[config.mk]
export PLATFORM = sky130hd
export DESIGN_NAME = octant_navigation_unit
export DESIGN_NICKNAME = d
export VERILOG_FILES = /design/src/onu_pkg.sv /design/src/octant_navigation_unit.sv /design/src/onu_geom.sv /design/src/onu_morton.sv
export SDC_FILE = /design/constraint.sdc
export NUM_CORES = 2
export LEC_CHECK = 0
export ABC_CLOCK_PERIOD_IN_PS = 7000
export BUFFER_PORTS_ARGS = -buffer_cell sky130_fd_sc_hd__clkbuf_2
export CAP_MARGIN = 20
export CORE_ASPECT_RATIO = 0.7
export CORE_MARGIN = 5
export CORE_UTILIZATION = 45
export CTS_BUF_LIST = sky130_fd_sc_hd__clkbuf_4 sky130_fd_sc_hd__clkbuf_8
export DETAILED_ROUTE_END_ITERATION = 7
export MAX_ROUTING_LAYER = met4
export PLACE_DENSITY = 0.65
export SLEW_MARGIN = 20
export SYNTH_ARGS = -nofsm -noshare
export SYNTH_HDL_FRONTEND = slang
export SYNTH_SLANG_ARGS = --single-unit
[constraint.sdc]
create_clock -name clk_i -period 7 [get_ports clk_i]
set_input_delay 0.7 -clock clk_i [delete_from_list [all_inputs] [get_ports clk_i]]
set_output_delay 0.7 -clock clk_i [all_outputs]
set_load 0.01 [all_outputs]
[src/onu_pkg.sv]
// Package for the octant navigation unit: command codes, neighbor selector codes,
// level limits and the geometry result struct. Depends on nothing.
package onu_pkg;

  // Finest refinement level; the side length of an octant is 2^(MaxLevel - level).
  localparam int unsigned MaxLevel = 30;

  localparam int unsigned CoordW = 30;
  localparam int unsigned OutW   = 32;
  localparam int unsigned LevelW = 5;
  localparam int unsigned SelW   = 4;
  localparam int unsigned OrderW = 6;

  typedef enum logic [2:0] {
    CmdChild      = 3'd0,
    CmdSibling    = 3'd1,
    CmdParent     = 3'd2,
    CmdFace       = 3'd3,
    CmdEdge       = 3'd4,
    CmdCorner     = 3'd5,
    CmdCompare    = 3'd6,
    CmdEncCompare = 3'd7
  } cmd_e;

  // Face selector codes.
  localparam logic [SelW-1:0] FaceXNeg = 4'd0;
  localparam logic [SelW-1:0] FaceXPos = 4'd1;
  localparam logic [SelW-1:0] FaceYNeg = 4'd2;
  localparam logic [SelW-1:0] FaceYPos = 4'd3;
  localparam logic [SelW-1:0] FaceZNeg = 4'd4;
  localparam logic [SelW-1:0] FaceZPos = 4'd5;

  // Edge selector group boundaries: edges along x, then y, then z.
  localparam logic [SelW-1:0] EdgeXHigh  = 4'd2;
  localparam logic [SelW-1:0] EdgeYFirst = 4'd4;
  localparam logic [SelW-1:0] EdgeYHigh  = 4'd6;
  localparam logic [SelW-1:0] EdgeZFirst = 4'd8;
  localparam logic [SelW-1:0] EdgeZHigh  = 4'd10;

  typedef struct packed {
    logic signed [OutW-1:0] x;
    logic signed [OutW-1:0] y;
    logic signed [OutW-1:0] z;
    logic [LevelW-1:0]      level;
    logic [2:0]             child;
    logic                   no_parent;
  } geo_res_t;

endpackage

[src/octant_navigation_unit.sv]
// Top level of the octant navigation unit: input register, geometry and Morton
// datapaths, result register. Depends on onu_pkg, onu_geom and onu_morton.
//
//   channel   handshake               words carried
//   -------   ---------------------   ---------------------------------------------
//   command   start / busy            command, pos_x/y/z, depth_level, which,
//                                     other_x/y/z, other_level
//   result    result_valid_o strobe   out_x/y/z, out_level, child_index, order,
//                                     no_parent
//
// A command word is taken at every rising edge where start is high; busy is held
// low because both datapaths are purely combinational between two registers.
// Each word passes through the input register and the result register; one word
// per cycle flows through continuously. The receiver cannot stall, so the result
// register reloads for every valid word and result_valid_o is high for one cycle
// per word. Reset clears only the two valid flags; payload registers are left free.
module octant_navigation_unit (
  input  logic                               clk_i,
  input  logic                               rst_ni,
  input  logic                               start,
  output logic                               busy,
  input  logic [2:0]                         command_i,
  input  logic [onu_pkg::CoordW-1:0]         pos_x_i,
  input  logic [onu_pkg::CoordW-1:0]         pos_y_i,
  input  logic [onu_pkg::CoordW-1:0]         pos_z_i,
  input  logic [onu_pkg::LevelW-1:0]         depth_level_i,
  input  logic [onu_pkg::SelW-1:0]           which_i,
  input  logic [onu_pkg::CoordW-1:0]         other_x_i,
  input  logic [onu_pkg::CoordW-1:0]         other_y_i,
  input  logic [onu_pkg::CoordW-1:0]         other_z_i,
  input  logic [onu_pkg::LevelW-1:0]         other_level_i,
  output logic                               result_valid_o,
  output logic signed [onu_pkg::OutW-1:0]    out_x_o,
  output logic signed [onu_pkg::OutW-1:0]    out_y_o,
  output logic signed [onu_pkg::OutW-1:0]    out_z_o,
  output logic [onu_pkg::LevelW-1:0]         out_level_o,
  output logic [2:0]                         child_index_o,
  output logic signed [onu_pkg::OrderW-1:0]  order_o,
  output logic                               no_parent_o
);

  // Input register stage.
  logic                          in_valid_q;
  onu_pkg::cmd_e                 cmd_q;
  logic [onu_pkg::CoordW-1:0]    pos_x_q, pos_y_q, pos_z_q;
  logic [onu_pkg::CoordW-1:0]    oth_x_q, oth_y_q, oth_z_q;
  logic [onu_pkg::LevelW-1:0]    level_q, oth_level_q;
  logic [onu_pkg::SelW-1:0]      which_q;
  logic                          accept;

  // Combinational results and the result register.
  onu_pkg::geo_res_t                 geo_d, geo_q;
  logic signed [onu_pkg::OrderW-1:0] order_d, order_q;
  logic                              out_valid_q;

  // Nothing ever holds a command off.
  assign busy   = 1'b0;
  assign accept = start && !busy;

  always_ff @(posedge clk_i or negedge rst_ni) begin
    if (!rst_ni) begin
      in_valid_q <= 1'b0;
    end else begin
      in_valid_q <= accept;
    end
  end

  always_ff @(posedge clk_i) begin
    if (accept) begin
      cmd_q       <= onu_pkg::cmd_e'(command_i);
      pos_x_q     <= pos_x_i;
      pos_y_q     <= pos_y_i;
      pos_z_q     <= pos_z_i;
      level_q     <= depth_level_i;
      which_q     <= which_i;
      oth_x_q     <= other_x_i;
      oth_y_q     <= other_y_i;
      oth_z_q     <= other_z_i;
      oth_level_q <= other_level_i;
    end
  end

  // Neighbor, sibling, parent and child-index arithmetic: one shift and one add per axis.
  onu_geom u_geom (
    .cmd_i   (cmd_q),
    .pos_x_i (pos_x_q),
    .pos_y_i (pos_y_q),
    .pos_z_i (pos_z_q),
    .level_i (level_q),
    .which_i (which_q),
    .res_o   (geo_d)
  );

  // Morton comparison: leading-axis selection then one magnitude compare.
  onu_morton u_morton (
    .cmd_i         (cmd_q),
    .pos_x_i       (pos_x_q),
    .pos_y_i       (pos_y_q),
    .pos_z_i       (pos_z_q),
    .level_i       (level_q),
    .other_x_i     (oth_x_q),
    .other_y_i     (oth_y_q),
    .other_z_i     (oth_z_q),
    .other_level_i (oth_level_q),
    .order_o       (order_d)
  );

  always_ff @(posedge clk_i or negedge rst_ni) begin
    if (!rst_ni) begin
      out_valid_q <= 1'b0;
    end else begin
      out_valid_q <= in_valid_q;
    end
  end

  always_ff @(posedge clk_i) begin
    if (in_valid_q) begin
      geo_q   <= geo_d;
      order_q <= order_d;
    end
  end

  assign result_valid_o = out_valid_q;
  assign out_x_o        = geo_q.x;
  assign out_y_o        = geo_q.y;
  assign out_z_o        = geo_q.z;
  assign out_level_o    = geo_q.level;
  assign child_index_o  = geo_q.child;
  assign no_parent_o    = geo_q.no_parent;
  assign order_o        = order_q;

endmodule

[src/onu_geom.sv]
// Geometry datapath of the octant navigation unit: child index, sibling, parent
// and face, edge and corner neighbors. Depends on onu_pkg.
module onu_geom (
  input  onu_pkg::cmd_e                  cmd_i,
  input  logic [onu_pkg::CoordW-1:0]     pos_x_i,
  input  logic [onu_pkg::CoordW-1:0]     pos_y_i,
  input  logic [onu_pkg::CoordW-1:0]     pos_z_i,
  input  logic [onu_pkg::LevelW-1:0]     level_i,
  input  logic [onu_pkg::SelW-1:0]       which_i,
  output onu_pkg::geo_res_t              res_o
);

  localparam logic [onu_pkg::LevelW-1:0] MaxLev = onu_pkg::LevelW'(onu_pkg::MaxLevel);

  logic [onu_pkg::LevelW-1:0]    lev;
  logic [onu_pkg::LevelW-1:0]    shamt;
  logic signed [onu_pkg::OutW-1:0] h, mh, x, y, z;
  logic signed [onu_pkg::OutW-1:0] s1;

  assign lev   = (level_i > MaxLev) ? MaxLev : level_i;
  assign shamt = MaxLev - lev;
  assign h     = onu_pkg::OutW'(1) << shamt;
  assign mh    = -h;
  assign x     = {{(onu_pkg::OutW-onu_pkg::CoordW){1'b0}}, pos_x_i};
  assign y     = {{(onu_pkg::OutW-onu_pkg::CoordW){1'b0}}, pos_y_i};
  assign z     = {{(onu_pkg::OutW-onu_pkg::CoordW){1'b0}}, pos_z_i};
  assign s1    = which_i[0] ? h : mh;

  always_comb begin
    res_o = '0;
    unique case (cmd_i)
      onu_pkg::CmdChild: begin
        res_o.child = {|(z & h), |(y & h), |(x & h)};
      end
      onu_pkg::CmdSibling: begin
        res_o.x     = (x & ~h) + (which_i[0] ? h : '0);
        res_o.y     = (y & ~h) + (which_i[1] ? h : '0);
        res_o.z     = (z & ~h) + (which_i[2] ? h : '0);
        res_o.level = lev;
      end
      onu_pkg::CmdParent: begin
        if (lev != '0) begin
          res_o.x     = x & ~h;
          res_o.y     = y & ~h;
          res_o.z     = z & ~h;
          res_o.level = lev - 1'b1;
        end else begin
          // The root has no parent: hand the octant back unchanged and flag it.
          res_o.x         = x;
          res_o.y         = y;
          res_o.z         = z;
          res_o.no_parent = 1'b1;
        end
      end
      onu_pkg::CmdFace: begin
        res_o.x = x + ((which_i == onu_pkg::FaceXNeg) ? mh :
                       (which_i == onu_pkg::FaceXPos) ? h : '0);
        res_o.y = y + ((which_i == onu_pkg::FaceYNeg) ? mh :
                       (which_i == onu_pkg::FaceYPos) ? h : '0);
        res_o.z = z + ((which_i == onu_pkg::FaceZNeg) ? mh :
                       (which_i == onu_pkg::FaceZPos) ? h : '0);
        res_o.level = lev;
      end
      onu_pkg::CmdEdge: begin
        res_o.x     = x;
        res_o.y     = y;
        res_o.z     = z;
        res_o.level = lev;
        if (which_i < onu_pkg::EdgeYFirst) begin
          res_o.y = y + s1;
          res_o.z = z + ((which_i < onu_pkg::EdgeXHigh) ? mh : h);
        end else if (which_i < onu_pkg::EdgeZFirst) begin
          res_o.x = x + s1;
          res_o.z = z + ((which_i < onu_pkg::EdgeYHigh) ? mh : h);
        end else begin
          res_o.x = x + s1;
          res_o.y = y + ((which_i < onu_pkg::EdgeZHigh) ? mh : h);
        end
      end
      onu_pkg::CmdCorner: begin
        res_o.x     = x + (which_i[0] ? h : mh);
        res_o.y     = y + (which_i[1] ? h : mh);
        res_o.z     = z + (which_i[2] ? h : mh);
        res_o.level = lev;
      end
      onu_pkg::CmdCompare, onu_pkg::CmdEncCompare: begin
        res_o = '0;
      end
      default: begin
        res_o = '0;
      end
    endcase
  end

endmodule

[src/onu_morton.sv]
// Morton order comparator of the octant navigation unit, full and encoding-only
// forms. Depends on onu_pkg.
module onu_morton (
  input  onu_pkg::cmd_e                    cmd_i,
  input  logic [onu_pkg::CoordW-1:0]       pos_x_i,
  input  logic [onu_pkg::CoordW-1:0]       pos_y_i,
  input  logic [onu_pkg::CoordW-1:0]       pos_z_i,
  input  logic [onu_pkg::LevelW-1:0]       level_i,
  input  logic [onu_pkg::CoordW-1:0]       other_x_i,
  input  logic [onu_pkg::CoordW-1:0]       other_y_i,
  input  logic [onu_pkg::CoordW-1:0]       other_z_i,
  input  logic [onu_pkg::LevelW-1:0]       other_level_i,
  output logic signed [onu_pkg::OrderW-1:0] order_o
);

  logic [onu_pkg::CoordW-1:0] dx, dy, dz, a, b;
  logic                       x_leads, y_leads, same;
  logic signed [onu_pkg::OrderW-1:0] morton, lev_diff;

  assign dx = pos_x_i ^ other_x_i;
  assign dy = pos_y_i ^ other_y_i;
  assign dz = pos_z_i ^ other_z_i;

  // An axis leads when its highest differing bit is at or above every other axis.
  assign x_leads = dx > ((dy | dz) & ~dx);
  assign y_leads = dy > ((dx | dz) & ~dy);
  assign same    = ~|(dx | dy | dz);

  always_comb begin
    priority if (x_leads) begin
      a = pos_x_i;
      b = other_x_i;
    end else if (y_leads) begin
      a = pos_y_i;
      b = other_y_i;
    end else begin
      a = pos_z_i;
      b = other_z_i;
    end
  end

  assign morton   = (a > b) ? onu_pkg::OrderW'(1) :
                    (a < b) ? -onu_pkg::OrderW'(1) : '0;
  assign lev_diff = $signed({1'b0, level_i}) - $signed({1'b0, other_level_i});

  always_comb begin
    unique case (cmd_i)
      onu_pkg::CmdCompare:    order_o = same ? lev_diff : morton;
      onu_pkg::CmdEncCompare: order_o = morton;
      default:                order_o = '0;
    endcase
  end

endmodule
==> run summary <==
outcome - finished with violations
failing checks - design-rule violations
layout filler cell count - 8595
total CTS buffers - 51
sequential element share of the synthesized area - 23.4%
crit-path max FO - 20
Avg Inst Size Synth - 8.16 µm²
CTS tree - built
global route total overflow - 0
FF-to-FF setup slack - 190 ps
Final Hold Fails - 0
vias per cell - 6.65
endpoints failing setup - 0
Max Clk Rate - 147 MHz
Slew @ Worst Pin - 1100 ps
die height - 259 µm
post-route ant nets - 0
Syn Nets - 5448
first-pass GRT wire length - 289000 µm
top cell family by delay on the critical path - compound AO/OA/AOI/OAI gates
port bufs - 311
#FFs+latches synth - 310
Fin Setup TNS - 0 ps
Die Wd - 366 µm
slowest CP cell - xnor2_1
Pleak - 19.1 nW
Setup Skew - 131 ps
area of the core - 87900 µm²
GP Congestion - 1.10
Crit path required time - 7490 ps
CTS root buf - clkbuf_8
initial antenna violation count - 16
largest net degree at the start of global routing - 157
nets@finish - 5833
boundary pin count - 313
H-tree depth - 2
initial DRC count - 6995
Via Count - 43.2k
Critical Path AT - 7300 ps
most used cell, CP - buf_4
EDFF count, synth - 308
total power - 9.55 mW
crit path time final - 6810 ps
number of global-route vias before repair - 39.6k
die area - 94600 µm²
drt first pass iters - 8
Routed WL - 209000 µm
fin. max-slew vios - 0
Mapped Cells - 4877
Yosys cell types - 108
leading cell type in the layout, fill and taps excluded - nor2_1
CTS Buffer Depth - 3
DRC errors left - 8
Critical Path End Type - register
clock-pin slew on the worst setup and hold paths - 70 ps
Layout area overhead - 13.4%
maxcap violations - 0
PwrDens - 211 nW/µm²
Wirelength per Cell - 32.2 µm
yosys warns - 0
Slew HR - 26.0%
unrepaired setup endpoints after global routing - false
most frequent cells in the layout - nor2_1 (527), a21oi_1 (391), xnor2_1 (379), ha_1 (360), o21ai_0 (359)
ys flop type - edfxtp_1
Crit Path Class - reg -> reg
final core area utilization - 51.4%
peak supply drop - 253 µV
asr flop ratio synth - 0.645%
Clock Latency Late Sink - 790 ps
layout cells sized above 1 - 16.3%
startpoint types - register
period utilisation layout - 97.3%
Sink Count - 310
WP buf/inv - 5
row count - 91
Detail Placement HPWL - 167000 µm
Total GRT Usage - 43.6%
Initial Util - 45.3%
cell area after synthesis - 39800 µm²
Crit path largest cell delay - 720 ps
Hold Crit Class - in -> reg
[sequential cells by signal (all words and copies together), names as in the netlist, 3 cells and up]
register,cells
out_x_o,32
out_y_o,32
out_z_o,32
oth_x_q,30
oth_y_q,30
oth_z_q,30
pos_x_q,30
pos_y_q,30
pos_z_q,30
order_o,6
level_q,5
oth_level_q,5
out_level_o,5
which_q,4
child_index_o,3
cmd_q,3
[cell families (layout without fill, tap and decap cells)]
kind of cell	after synthesis	in the layout	share of synthesized area, %
AOI/OAI and AO/OA	1583	1583	26.1
xor gates and xnor gates	581	581	12.8
adders and majority gates	371	371	11.9
buffers and inverters	401	828	3.97
DFF	310	310	23.4
muxes	160	160	4.30
other	1	21	0.00942
and+or+nand+nor	1470	1470	17.6
[worst paths after layout]
check	from	end	cells past startpoint
hold / removal	pos_z_i[15]	pos_z_q[15]	1
hold reg to reg	oth_level_q[0]	order_o[0]	2
setup / recovery	level_q[1]	out_y_o[31]	25
setup reg to reg	level_q[1]	out_y_o[31]	25
min in group asynchronous	rst_ni	result_valid_o	2
max in group asynchronous	rst_ni	in_valid_q	2
[through the flow]
step | hold WS [ps] | cells | setup slack, ps | area [µm²]
after floorplan | 404 | 4877 | 29.8 | 39800
final | 94.7 | 6486 | 192 | 45200
after detailed placement | 488 | 6368 | 80.1 | 44000
after global routing | 69.7 | 6485 | 20.5 | 45200
after CTS | 58.3 | 6464 | 106 | 45100
after global placement | 489 | 6368 | 119 | 44000
[synth_stat cells (38+ instances only)]
cell      instances  share of area [%]
a211oi_1         64                1.2
a21o_1          144                2.7
a21oi_1         393                4.9
a221oi_1         50                1.1
a22oi_1          39               0.74
a31oi_1          47               0.74
and3_1           49               0.77
clkbuf_1        216                2.0
edfxtp_1        308                 23
ha_1            360                 11
inv_1           127                1.2
mux2_2           90                2.5
mux2i_1          70                1.8
nand2_1         331                3.1
nand2b_1         62               0.97
nand3_1          96                1.2
nand4_1          50               0.79
nor2_1          533                5.0
nor2b_1          48               0.75
nor3_1          105                1.3
o211ai_1         84                1.6
o21a_1           43               0.81
o21ai_0         360                4.5
o221ai_1         38               0.84
xnor2_1         379                8.3
xor2_1          201                4.4
[area by class of cell]
class,count,area (µm²),share of cell area (%)
clock inverter,31,230,0.510
timing repair buffer,602,3810,8.44
inverter,131,492,1.09
tap,1162,1450,3.22
sequential,310,9300,20.6
clock buffer,64,806,1.78
antenna,20,50.0,0.111
multi-input combinational,4166,29000,64.3
[what timing repair did]
action | in CTS | in global routing
hold buffers | 1 | 0
gates resized for setup | 0 | 5
buffers inserted | 0 | 1
endpoints found under the setup margin | 0 | 9
endpoints found under the hold margin | 2 | 0
[per-layer routing]
metal	vias up	GRT usage, %	wire length [µm]
met4	0	13.0	7600
li1	19000	-	-
met3	400	21.3	37400
met1	20500	62.0	89600
met2	3259	52.9	74500
met5	-	-	0
[where the power goes]
part / internal (mW) / leakage, nW / total [mW] / switching (mW)
Combinational: 1.97 / 15.5 / 5.34 / 3.36
Sequential: 2.29 / 3.02 / 2.49 / 0.200
Clock: 0.844 / 0.543 / 1.72 / 0.875
Total: 5.11 / 19.1 / 9.55 / 4.44
(Power assumes the default switching activity.)
